==> src/design/hbr_pkg.sv <==
// Package for the H-bridge register map and PWM unit.
// Holds the word types, register codes, sizing constants and sequencer states.
// No dependencies.
package hbr_pkg;

  // Averaging setup
  localparam int FRAMES_AVERAGED = 20;
  localparam int CHANNELS        = 2;
  localparam int SAMPLES_TOTAL   = FRAMES_AVERAGED * CHANNELS;
  localparam int ADC_MAX         = 4095;
  localparam int SUM_W           = $clog2(FRAMES_AVERAGED * ADC_MAX + 1);
  localparam int IDX_W           = $clog2(SAMPLES_TOTAL + 1);
  localparam int CHAN_W          = (CHANNELS > 1) ? $clog2(CHANNELS) : 1;

  // Shared divider sizing: 30-bit dividend, 16-bit divisor
  localparam int DIV_W     = 30;
  localparam int DEN_W     = 16;
  localparam int DIV_CNT_W = $clog2(DIV_W);

  // Arithmetic constants
  localparam logic [DIV_W-1:0] TICK_RATE     = DIV_W'(1000000);
  localparam logic [15:0]      MIN_FREQ      = 16'd100;
  localparam logic [15:0]      RESET_FREQ    = 16'd1000;
  localparam logic [13:0]      RESET_RELOAD  = 14'd1000;
  localparam logic [DEN_W-1:0] DEN_BYTE      = DEN_W'(255);
  localparam logic [DEN_W-1:0] DEN_WORD      = DEN_W'(65535);
  localparam logic [DEN_W-1:0] DEN_ADC       = DEN_W'(ADC_MAX);
  localparam logic [DEN_W-1:0] DEN_FRAMES    = DEN_W'(FRAMES_AVERAGED);
  localparam logic [7:0]       BASE_BUS_ADDR = 8'h20;
  localparam logic [7:0]       VERSION_CODE  = 8'd2;

  // Direction codes
  localparam logic [7:0] DIR_OFF  = 8'd0;
  localparam logic [7:0] DIR_FWD  = 8'd1;
  localparam logic [7:0] DIR_REV  = 8'd2;

  // Register addresses
  localparam logic [7:0] REG_DIR      = 8'h00;
  localparam logic [7:0] REG_SPEED8   = 8'h01;
  localparam logic [7:0] REG_SPEED_LO = 8'h02;
  localparam logic [7:0] REG_SPEED_HI = 8'h03;
  localparam logic [7:0] REG_FREQ_LO  = 8'h04;
  localparam logic [7:0] REG_FREQ_HI  = 8'h05;
  localparam logic [7:0] REG_AVG8     = 8'h10;
  localparam logic [7:0] REG_AVG_LO   = 8'h20;
  localparam logic [7:0] REG_AVG_HI   = 8'h21;
  localparam logic [7:0] REG_VERSION  = 8'hFE;
  localparam logic [7:0] REG_OWN_ADDR = 8'hFF;

  localparam int         NUM_WREGS    = 6;
  localparam logic [2:0] MAX_WBYTES   = 3'd6;

  // Request kinds
  localparam logic REQ_BUS    = 1'b0;
  localparam logic REQ_SAMPLE = 1'b1;

  typedef struct packed {
    logic        req_type;
    logic [7:0]  reg_addr;
    logic [2:0]  byte_count;
    logic [7:0]  data_0;
    logic [7:0]  data_1;
    logic [7:0]  data_2;
    logic [7:0]  data_3;
    logic [7:0]  data_4;
    logic [7:0]  data_5;
    logic [11:0] adc_sample;
  } in_word_t;

  typedef struct packed {
    logic [13:0] reload_value;
    logic [13:0] duty_fwd;
    logic [13:0] duty_rev;
    logic [1:0]  read_len;
    logic [7:0]  read_byte_0;
    logic [7:0]  read_byte_1;
  } out_word_t;

  typedef enum logic [2:0] {
    ST_IDLE,
    ST_RELOAD,
    ST_MUL_CMP,
    ST_DIV_CMP,
    ST_DIV_AVG,
    ST_MUL_AVG8,
    ST_DIV_AVG8,
    ST_FINISH
  } state_t;

endpackage

==> src/design/hbridge_register_map_pwm_unit.sv <==
// H-bridge register map with PWM reload/compare generation and ADC averaging.
// Depends on hbr_pkg for word types, register codes and sequencer states.
// One 30-step restoring divider and one 16x14 multiplier are shared by all math.

// Usage: each accepted word (bus transaction or ADC sample) yields one result
// word. Input stall is high while a word is being worked on. A read, an ignored
// write or a sample that does not close a frame goes straight to the finish
// state and then to the output register. A write that reaches registers 0..5
// runs the divider once for the reload value when direction is stop or unknown,
// and again for the compare value when forward or reverse. A sample that closes
// a 20-frame average runs it twice. The shared divider resolves one quotient bit
// per cycle over 30 bits and is run at most twice per word. A finished result
// waits in the output register, and the next word can be taken while it waits.
module hbridge_register_map_pwm_unit (
  input  logic               clk,
  input  logic               rst,
  input  logic               cfg_we,
  input  logic [3:0]         cfg_data,
  input  logic               in_valid,
  output logic               in_stall,
  input  hbr_pkg::in_word_t  in_word,
  output logic               out_valid,
  input  logic               out_stall,
  output hbr_pkg::out_word_t out_word
);
  import hbr_pkg::*;

  // Sequencer
  state_t state;
  state_t state_next;

  // Register file and averaging state
  logic [3:0]        addr_offset;
  logic [7:0]        dir_reg;
  logic              speed_wide_mode;
  logic [7:0]        speed_byte;
  logic [15:0]       speed_word;
  logic [15:0]       freq_reg;
  logic [13:0]       reload_reg;
  logic [13:0]       cmp_fwd;
  logic [13:0]       cmp_rev;
  logic [IDX_W-1:0]  sample_index;
  logic [CHAN_W-1:0] chan_phase;
  logic [SUM_W-1:0]  chan0_sum;
  logic [11:0]       chan0_avg;
  logic [7:0]        chan0_avg8;

  // Pending read response
  logic [1:0] rd_len;
  logic [7:0] rd_b0;
  logic [7:0] rd_b1;

  // Shared divider
  logic [DIV_W-1:0]     div_dvd;
  logic [DEN_W-1:0]     div_den;
  logic [DEN_W-1:0]     div_rem;
  logic [DIV_CNT_W-1:0] div_cnt;
  logic [DEN_W:0]       div_rem_sh;
  logic                 div_ge;
  logic [DEN_W:0]       div_rem_sub;
  logic [DIV_W-1:0]     div_quot;
  logic                 div_last;
  logic                 div_run;

  // Shared multiplier
  logic [15:0]      mul_a;
  logic [13:0]      mul_b;
  logic [DIV_W-1:0] mul_p;

  // Control
  logic accept;
  logic load_out;

  // Decode of the incoming word
  logic             is_sample;
  logic             is_read;
  logic             is_write;
  logic [7:0]       din [NUM_WREGS];
  logic [7:0]       wbuf [NUM_WREGS];
  logic [NUM_WREGS-1:0] whit;
  logic [15:0]      freq_wr;
  logic [15:0]      freq_new;
  logic             chan0_hit;
  logic [SUM_W-1:0] sum_add;
  logic [IDX_W-1:0] idx_inc;
  logic             frame_done;
  logic [15:0]      rd_val;
  logic [1:0]       rd_n;

  assign accept = in_valid && !in_stall;

  // Output control: stall and divider run from state, output load also from the output handshake
  always_comb begin
    in_stall = (state != ST_IDLE);
    div_run  = (state == ST_RELOAD) || (state == ST_DIV_CMP) ||
               (state == ST_DIV_AVG) || (state == ST_DIV_AVG8);
    load_out = (state == ST_FINISH) && (!out_valid || !out_stall);
  end

  // Input decode
  always_comb begin
    din[0] = in_word.data_0;
    din[1] = in_word.data_1;
    din[2] = in_word.data_2;
    din[3] = in_word.data_3;
    din[4] = in_word.data_4;
    din[5] = in_word.data_5;
  end

  assign is_sample = (in_word.req_type == REQ_SAMPLE);
  assign is_read   = !is_sample && (in_word.byte_count == 3'd0);
  assign is_write  = !is_sample && (in_word.byte_count != 3'd0) &&
                     (in_word.byte_count <= MAX_WBYTES) && (in_word.reg_addr <= REG_FREQ_HI);

  // Which of registers 0..5 receive a byte, and which byte
  always_comb begin
    logic [7:0] off;
    for (int r = 0; r < NUM_WREGS; r++) begin
      off     = 8'(r) - in_word.reg_addr;
      whit[r] = (in_word.reg_addr <= 8'(r)) && (off < {5'd0, in_word.byte_count});
      wbuf[r] = din[off[2:0]];
    end
  end

  assign freq_wr  = {wbuf[5], wbuf[4]};
  assign freq_new = (whit[4] && whit[5]) ? ((freq_wr < MIN_FREQ) ? MIN_FREQ : freq_wr)
                                         : freq_reg;

  // Channel-0 accumulation
  assign chan0_hit  = (chan_phase == '0);
  assign sum_add    = chan0_hit ? (chan0_sum + SUM_W'(in_word.adc_sample)) : chan0_sum;
  assign idx_inc    = sample_index + IDX_W'(1);
  assign frame_done = (idx_inc == IDX_W'(SAMPLES_TOTAL));

  // Read map
  always_comb begin
    rd_val = 16'd0;
    rd_n   = 2'd0;
    case (in_word.reg_addr)
      REG_DIR: begin
        rd_val = {8'd0, dir_reg};
        rd_n   = 2'd1;
      end
      REG_SPEED8: begin
        rd_val = {8'd0, speed_byte};
        rd_n   = 2'd1;
      end
      REG_SPEED_LO, REG_SPEED_HI: begin
        rd_val = speed_word;
        rd_n   = 2'd2;
      end
      REG_FREQ_LO, REG_FREQ_HI: begin
        rd_val = freq_reg;
        rd_n   = 2'd2;
      end
      REG_AVG8: begin
        rd_val = {8'd0, chan0_avg8};
        rd_n   = 2'd1;
      end
      REG_AVG_LO, REG_AVG_HI: begin
        rd_val = {4'd0, chan0_avg};
        rd_n   = 2'd2;
      end
      REG_VERSION: begin
        rd_val = {8'd0, VERSION_CODE};
        rd_n   = 2'd1;
      end
      REG_OWN_ADDR: begin
        rd_val = {8'd0, BASE_BUS_ADDR + {4'd0, addr_offset}};
        rd_n   = 2'd1;
      end
      default: begin
        rd_val = 16'd0;
        rd_n   = 2'd0;
      end
    endcase
  end

  // Divider step: one quotient bit per cycle
  assign div_rem_sh  = {div_rem, div_dvd[DIV_W-1]};
  assign div_ge      = (div_rem_sh >= {1'b0, div_den});
  assign div_rem_sub = div_ge ? (div_rem_sh - {1'b0, div_den}) : div_rem_sh;
  assign div_quot    = {div_dvd[DIV_W-2:0], div_ge};
  assign div_last    = (div_cnt == DIV_CNT_W'(DIV_W - 1));

  // Multiplier operands: speed * reload, or average * 255
  always_comb begin
    if (state == ST_MUL_CMP) begin
      mul_a = speed_wide_mode ? speed_word : {8'd0, speed_byte};
      mul_b = reload_reg;
    end else begin
      mul_a = 16'(DEN_BYTE);
      mul_b = {2'd0, chan0_avg};
    end
  end
  assign mul_p = DIV_W'(mul_a) * DIV_W'(mul_b);

  // Next state
  always_comb begin
    state_next = state;
    case (state)
      ST_IDLE: begin
        if (accept) begin
          if (is_sample && frame_done) state_next = ST_DIV_AVG;
          else if (is_write)           state_next = ST_RELOAD;
          else                         state_next = ST_FINISH;
        end
      end
      ST_RELOAD: begin
        if (div_last) begin
          if (dir_reg == DIR_FWD || dir_reg == DIR_REV) state_next = ST_MUL_CMP;
          else                                          state_next = ST_FINISH;
        end
      end
      ST_MUL_CMP:  state_next = ST_DIV_CMP;
      ST_DIV_CMP:  if (div_last) state_next = ST_FINISH;
      ST_DIV_AVG:  if (div_last) state_next = ST_MUL_AVG8;
      ST_MUL_AVG8: state_next = ST_DIV_AVG8;
      ST_DIV_AVG8: if (div_last) state_next = ST_FINISH;
      ST_FINISH:   if (load_out) state_next = ST_IDLE;
      default:     state_next = ST_IDLE;
    endcase
  end

  // Control and architectural registers
  always_ff @(posedge clk) begin
    if (rst) begin
      state           <= ST_IDLE;
      out_valid       <= 1'b0;
      addr_offset     <= 4'd0;
      dir_reg         <= DIR_OFF;
      speed_wide_mode <= 1'b0;
      speed_byte      <= 8'd0;
      speed_word      <= 16'd0;
      freq_reg        <= RESET_FREQ;
      reload_reg      <= RESET_RELOAD;
      cmp_fwd         <= 14'd0;
      cmp_rev         <= 14'd0;
      sample_index    <= '0;
      chan_phase      <= '0;
      chan0_sum       <= '0;
      chan0_avg       <= 12'd0;
      chan0_avg8      <= 8'd0;
    end else begin
      state <= state_next;

      if (cfg_we) addr_offset <= cfg_data;

      // output register handshake
      if (load_out)                    out_valid <= 1'b1;
      else if (out_valid && !out_stall) out_valid <= 1'b0;

      // register file update on an accepted word
      if (accept && is_sample) begin
        if (frame_done) begin
          chan0_sum    <= '0;
          sample_index <= '0;
          chan_phase   <= '0;
        end else begin
          chan0_sum    <= sum_add;
          sample_index <= idx_inc;
          chan_phase   <= (chan_phase == CHAN_W'(CHANNELS - 1)) ? '0
                                                                : chan_phase + CHAN_W'(1);
        end
      end
      if (accept && is_write) begin
        if (whit[0]) dir_reg <= wbuf[0];
        if (whit[1]) begin
          speed_wide_mode <= 1'b0;
          speed_byte      <= wbuf[1];
        end
        if (whit[2] && whit[3]) begin
          speed_wide_mode <= 1'b1;
          speed_word      <= {wbuf[3], wbuf[2]};
        end
        freq_reg <= freq_new;
      end

      // divider results
      if (div_last) begin
        case (state)
          ST_RELOAD: begin
            reload_reg <= div_quot[13:0];
            if (dir_reg == DIR_OFF) begin
              cmp_fwd <= 14'd0;
              cmp_rev <= 14'd0;
            end
          end
          ST_DIV_CMP: begin
            if (dir_reg == DIR_FWD) begin
              cmp_fwd <= div_quot[13:0];
              cmp_rev <= 14'd0;
            end else begin
              cmp_fwd <= 14'd0;
              cmp_rev <= div_quot[13:0];
            end
          end
          ST_DIV_AVG:  chan0_avg  <= div_quot[11:0];
          ST_DIV_AVG8: chan0_avg8 <= div_quot[7:0];
          default: ;
        endcase
      end
    end
  end

  // Datapath registers: divider, read response, output word
  always_ff @(posedge clk) begin
    if (accept) begin
      div_rem <= '0;
      div_cnt <= '0;
      if (is_sample) begin
        div_dvd <= DIV_W'(sum_add);
        div_den <= DEN_FRAMES;
      end else begin
        div_dvd <= TICK_RATE;
        div_den <= freq_new;
      end
      if (is_read) begin
        rd_len <= rd_n;
        rd_b0  <= (rd_n != 2'd0) ? rd_val[7:0] : 8'd0;
        rd_b1  <= (rd_n == 2'd2) ? rd_val[15:8] : 8'd0;
      end else begin
        rd_len <= 2'd0;
        rd_b0  <= 8'd0;
        rd_b1  <= 8'd0;
      end
    end else if (state == ST_MUL_CMP || state == ST_MUL_AVG8) begin
      // product goes straight into the divider
      div_dvd <= mul_p;
      div_rem <= '0;
      div_cnt <= '0;
      div_den <= (state == ST_MUL_AVG8) ? DEN_ADC
               : (speed_wide_mode ? DEN_WORD : DEN_BYTE);
    end else if (div_run) begin
      div_dvd <= div_quot;
      div_rem <= div_rem_sub[DEN_W-1:0];
      div_cnt <= div_cnt + DIV_CNT_W'(1);
    end

    if (load_out) begin
      out_word.reload_value <= reload_reg;
      out_word.duty_fwd     <= cmp_fwd;
      out_word.duty_rev     <= cmp_rev;
      out_word.read_len     <= rd_len;
      out_word.read_byte_0  <= rd_b0;
      out_word.read_byte_1  <= rd_b1;
    end
  end

endmodule
==> config.mk <==
export PLATFORM = sky130hd
export DESIGN_NAME = hbridge_register_map_pwm_unit
export DESIGN_NICKNAME = d
export VERILOG_FILES = /design/src/design/hbr_pkg.sv /design/src/design/hbridge_register_map_pwm_unit.sv
export SDC_FILE = /design/constraint.sdc
export NUM_CORES = 1
export LEC_CHECK = 0
export BUFFER_PORTS_ARGS = -buffer_cell sky130_fd_sc_hd__buf_2
export CAP_MARGIN = 20
export CORE_MARGIN = 5
export CORE_UTILIZATION = 30
export CTS_CLUSTER_SIZE = 8
export DETAILED_ROUTE_END_ITERATION = 7
export PLACE_DENSITY = 0.51
export SYNTH_ARGS = -nofsm -noshare
export SYNTH_HDL_FRONTEND = slang
export SYNTH_SLANG_ARGS = --single-unit
==> constraint.sdc <==
create_clock -name clk -period 14.4 [get_ports clk]
set_input_delay 0.72 -clock clk [delete_from_list [all_inputs] [get_ports clk]]
set_output_delay 0.72 -clock clk [all_outputs]
set_load 0.02 [all_outputs]
* Word-level counts from Yosys, hierarchy flattened
Cells that the tools add are included.
Cells by class: multiplexer cells 58, add/sub/neg operators 12, bitwise logic cells 6, multiply operators 1, $lt $le $gt $ge 21, reduce and logical (&&, ||, !) cells 58, equal/unequal tests 28
Operators with widths (count):
- $mux W16 | 10
- $bmux W8 S3 | 6
- $pmux W16 S8 | 1
- $mux W8 | 12
- $mux W30 | 3
- $mux W14 | 4
- $pmux W14 S2 | 2
- $lt A8 B3 Y1 | 6
- $mux W17 | 2
- $mul A16 B14 Y30 | 1
- $eq A8 B2 Y1 const B | 3
- $ge A4 B4 Y1 const B | 6
- $mux W3 | 8
- $not A3 Y4 | 6
- $pmux W3 S7 | 1
- $mux W20 | 1
- $logic_and A1 B1 Y1 | 18
- $reduce_and A2 Y1 | 9
- $add A17 B12 Y17 | 1
- $ge A17 B16 Y1 | 1
- $eq A8 B1 Y1 const B | 2
- $eq A8 B3 Y1 const B | 2
- $eq A8 B6 Y1 const B | 2
- $eq A8 B8 Y1 const B | 2
- other kinds (36) | 75
Storage, ports and cells: input bits 81, register bits 288, output and inout bits 62

* Longest topological paths before layout
word-level depth 10, mapped depth 29, gate-level depth less buffers 25

* Least setup slack after synthesis
Ideal clock, no wire load.
path type register to register, from register state[0], to register div_dvd[28], data pin, cell stages (with the launch flop) 28, setup time 265 ps, slack 6878 ps, arrival 7256 ps, clock period less this slack 7522 ps, required time 14135 ps, buffers on the path 3, cells stage by stage dfxtp_1 -> clkbuf_1 -> nor3_1 -> clkbuf_1 -> mux2i_1 -> clkbuf_1 -> nor2_1 -> fa_1 -> inv_1 -> fa_1 -> inv_1 -> fa_1 -> inv_1 -> fa_1 -> inv_1 -> fa_1 -> inv_1 -> fa_1 -> inv_1 -> ha_1 -> o21a_1 -> o21ai_0 -> a2111oi_0 -> o311ai_1 -> o211ai_1 -> a211oi_1 -> and4b_1 -> or3_1
Between the ends: cells in the longest elaborated chain, start to end 5
Ends and longest elaborated chain:
- start, declared | RTL line hbridge_register_map_pwm_unit.sv:29 | state_t state;
- start signal, assigned | RTL line hbridge_register_map_pwm_unit.sv:245 | state <= state_next;
- $eq A3 B2 Y1 | RTL line hbridge_register_map_pwm_unit.sv:188, hbridge_register_map_pwm_unit.sv:327
- $mux W16 / $mux W14 (equally long branches) | RTL line hbridge_register_map_pwm_unit.sv:188 | if (state == ST_MUL_CMP) begin
- $mul A16 B14 Y30 | RTL line hbridge_register_map_pwm_unit.sv:196 | assign mul_p = DIV_W'(mul_a) * DIV_W'(mul_b);
- $mux W30 | RTL line hbridge_register_map_pwm_unit.sv:327 | end else if (state == ST_MUL_CMP || state == ST_MUL_AVG8) begin
- $mux W30 (*) | RTL line hbridge_register_map_pwm_unit.sv:308 | if (accept) begin
- end signal, assigned | RTL line hbridge_register_map_pwm_unit.sv:312 | div_dvd <= DIV_W'(sum_add);
- end signal, assigned | RTL line hbridge_register_map_pwm_unit.sv:329 | div_dvd <= mul_p;
- end signal, assigned | RTL line hbridge_register_map_pwm_unit.sv:335 | div_dvd <= div_quot;
- end, declared | RTL line hbridge_register_map_pwm_unit.sv:54 | logic [DIV_W-1:0] div_dvd;
Mark *: on every way between the ends. The rest lies on a longest branch, timed or not. A chain may end at the register's enable or synchronous reset.

* Final worst setup path
from register state[1], to register div_dvd[28], data pin
Same word-level chain as after synthesis.

==> results.md <==
- Endpoints failing setup: 0
- Num ports: 143
- Placed cell count: 3480
- First-pass GRT wire length: 117000 microns
- Core ar.: 74700 sq um
- Status: finished clean
- Power per cell area: about 170 nW/um^2
- # Post-CTS Setup Buffers: 0
- Worst r2r path cells: 27
- Achievable frequency: 115 MHz
- Hold Buf Count CTS: 0
- Max Root-Sink Buffers: 3
- Register area share after synthesis: a little under a third
- Max VDD drop: 127 uV
- Fill cells: 7586
- Post-cts sizing count: 0
- Mapped cell area: 22700 sq um
- Most common cell in the netlist: nor2_1
- Vias in the first global route: 18.7k
- DR WL/cell: ~22 microns
- # rows: 100
- Largest regs: out_word: 60 flops, div_dvd: 30 flops, chan0_sum: 17 flops
- Max_cap viols: 0
- Clock Latency Late Sink: 0.60 ns
- Post-route minimum period: 8.67 ns
- Detailed Routing Iterations Pass 1: 8
- Metal2 WL: 34400 microns
- Height of the chip: 285 microns
- Top_reg_cell synth: dfxtp_1
- Synth unique cells: 80
- Worst R2R Setup Slack: approximately 5.7 ns
- Max-slew violation count: 0
- Endpoints failing hold: 0
- PortBufs: 142
- R2R Path End: div_dvd[28]$_SDFFCE_PP0P_
- H-tree Lvls: 2
- Drt first-iter violations: 1678
- Largest net degree at the start of global routing: 76
- Post-synth EDFFs: 124
- Drc violations: 0
- Nets: 2952
- Reg-to-Reg Start: state[1]$_SDFFE_PP0P_
- Hold path startpoint: cfg_data[3]
- Crit Path Category: flop to flop
- Net count after synthesis: 2859
- Ratio of cells with drive above 1 in the final layout: around 11%
- Critical Path Source Type: flop
- TritonCTS Buffers: 44
- # clock sinks: 288
- DIE WIDTH: 285 microns
- Most flops, register: out_word
- Async S/R FF share, synth: 0%
- Min-Delay Endpoint: addr_offset[3]$_SDFFE_PP0P_
- Synth top cells by count: nor2_1 (316), nand2_1 (284), inv_1 (231), fa_1 (167), dfxtp_1 (164)
- Hold path depth: 3
- Detail Placement HPWL: about 59000 microns
- DR top layer: met4
- Crit. End Element: flop
- Worst hold margin: 0.362 ns
- Syn_area_per_cell: around 9.2 sq um
- Pleak: 11.1 nW
- Vias after detailed routing: 18.8k
- Cell taking the most area after synthesis: edfxtp_1
- Area share of the leading cell type in the synthesized netlist: 16.4%
- WL final: ~77000 microns
- Worst Clk Skew: 0.0460 ns
- Worst hold path class: primary input to flop
- CTS tree: yes
- Die area: 81100 sq um
- CP required: 14.72 ns
- RePlAce Congestion: 0.941
- #FFs+latches synth: between 200 and 300
- Relative slew slack: between 20% and 30%
- Initial Utilization: 30.3%
- Final critical-path share of the clock period: 60.2%
- Initial antenna violation count: 1
- Total number of yosys warnings: 0
- N_diodes: 0
- Metal-1 WL: 34900 microns
- Post-Synthesis Cells: 2464
- Largest register FFs: 60
- CTS root buf: clkbuf_16
- Worst slew pin tran: 1.09 ns
- Total GRT Usage: 18.4%
- Area Overhead vs Synth: 13.7%
- WL met3: 5060 microns
- Layout Utilization: 34.5%
- Average vias per placed instance: between 5 and 6
- RSZ-0062 raised after global routing: false
- Post-DRT Antenna Nets: 0
- Clk slew on worst S/H paths: 0.05 ns
- Worst Path Arrival: 8.99 ns
- Total grt overflow: 0
- Max Fanout on Critical Path: 38
- Non-filler cells, final: 3556
- Synth area leaders: edfxtp_1 (16%), fa_1 (15%), dfxtp_1 (14%)
- Sum Neg Setup Slack: 0 ns
[final cells by class]
type	count	area, sq um	area share [%]
tap	969	1210	4.71
multi-input combinational	1812	14300	55.6
timing repair buffer	173	981	3.81
sequential	288	7010	27.2
inverter	238	893	3.47
clock inverter	6	126	0.491
clock buffer	70	1220	4.74
[layout by cell type (no fill, tap or decap), types with 21 or more instances in the layout]
master,n
clkbuf_16,45
mux4_2,34
and3_1,23
a21oi_1,129
buf_2,140
edfxtp_1,124
nand2_1,284
nand3_1,31
mux2i_1,105
fa_1,167
ha_1,147
nor3_1,52
a21o_1,21
inv_1,231
buf_4,31
xnor2_1,33
dfxtp_1,164
nor2_1,315
clkbuf_1,25
xor2_1,26
a211oi_1,49
a22oi_1,50
o21ai_0,97
[stage by stage]
stage	setup WS (ns)	instance area, sq um	power [W]
2_1_floorplan	6.88	22700	0.00269
3_3_place_gp	6.07	24400	0.00337
3_5_place_dp	5.87	24400	0.00341
4_1_cts	5.82	25800	0.00444
5_1_grt	5.23	25800	0.00473
6_report	5.73	25800	0.00440
[how the worst max path moves through the flow]
stage | start | end | slack, ns
final | state[1]$_SDFFE_PP0P_ | div_dvd[28]$_SDFFCE_PP0P_ | 5.73
after global routing | state[1]$_SDFFE_PP0P_ | div_dvd[28]$_SDFFCE_PP0P_ | 5.23
after CTS | state[1]$_SDFFE_PP0P_ | div_dvd[28]$_SDFFCE_PP0P_ | 5.82
after detailed placement | state[1]$_SDFFE_PP0P_ | div_dvd[28]$_SDFFCE_PP0P_ | 5.87
after global placement | state[1]$_SDFFE_PP0P_ | div_dvd[28]$_SDFFCE_PP0P_ | 6.07
after floorplan | state[0]$_SDFFE_PP0P_ | div_dvd[28]$_SDFFCE_PP0P_ | 6.88
[per-layer routing]
layer / up-vias / global-route usage (%)
li1: 8702 / -
met1: 9372 / 26.3
met2: 645 / 29.2
met3: 121 / 2.93
met4: 0 / 5.13
met5: - / 0
[cells by family after synthesis]
family / after synthesis / share of synthesized area (%)
compound gates: 469 / 13.2
mux: 148 / 8.46
xor+xnor: 61 / 2.39
simple gates: 820 / 16.0
fa+ha+maj: 314 / 22.9
flops: 288 / 30.9
buf+inv: 364 / 6.15
[report_power, final]
part	total, W	switching [W]	internal [W]
Sequential	0.00119	0.000147	0.00104
Clock	0.00101	0.000390	0.000616
Combinational	0.00220	0.00140	0.000803
[worst max-delay path, stage by stage, from the launching register on]
cell and delay [ns]:
dfxtp_1 0.79, inv_1 0.20, nor3_2 0.19, buf_4 0.44, mux2i_1 0.29, buf_4 0.25
nor2_1 0.08, fa_1 0.54, inv_1 0.05, fa_1 0.53, inv_1 0.06, fa_1 0.50
inv_1 0.05, fa_1 0.48, inv_1 0.06, fa_1 0.53, inv_1 0.06, fa_1 0.53
inv_1 0.04, ha_1 0.38, o21a_1 0.14, o21ai_0 0.09, a2111oi_0 0.71, o311ai_1 0.31
o211ai_1 0.35, a211oi_1 0.15, and4b_1 0.22, or3_1 0.33
Note: power is estimated with default switching activity, not from simulation.
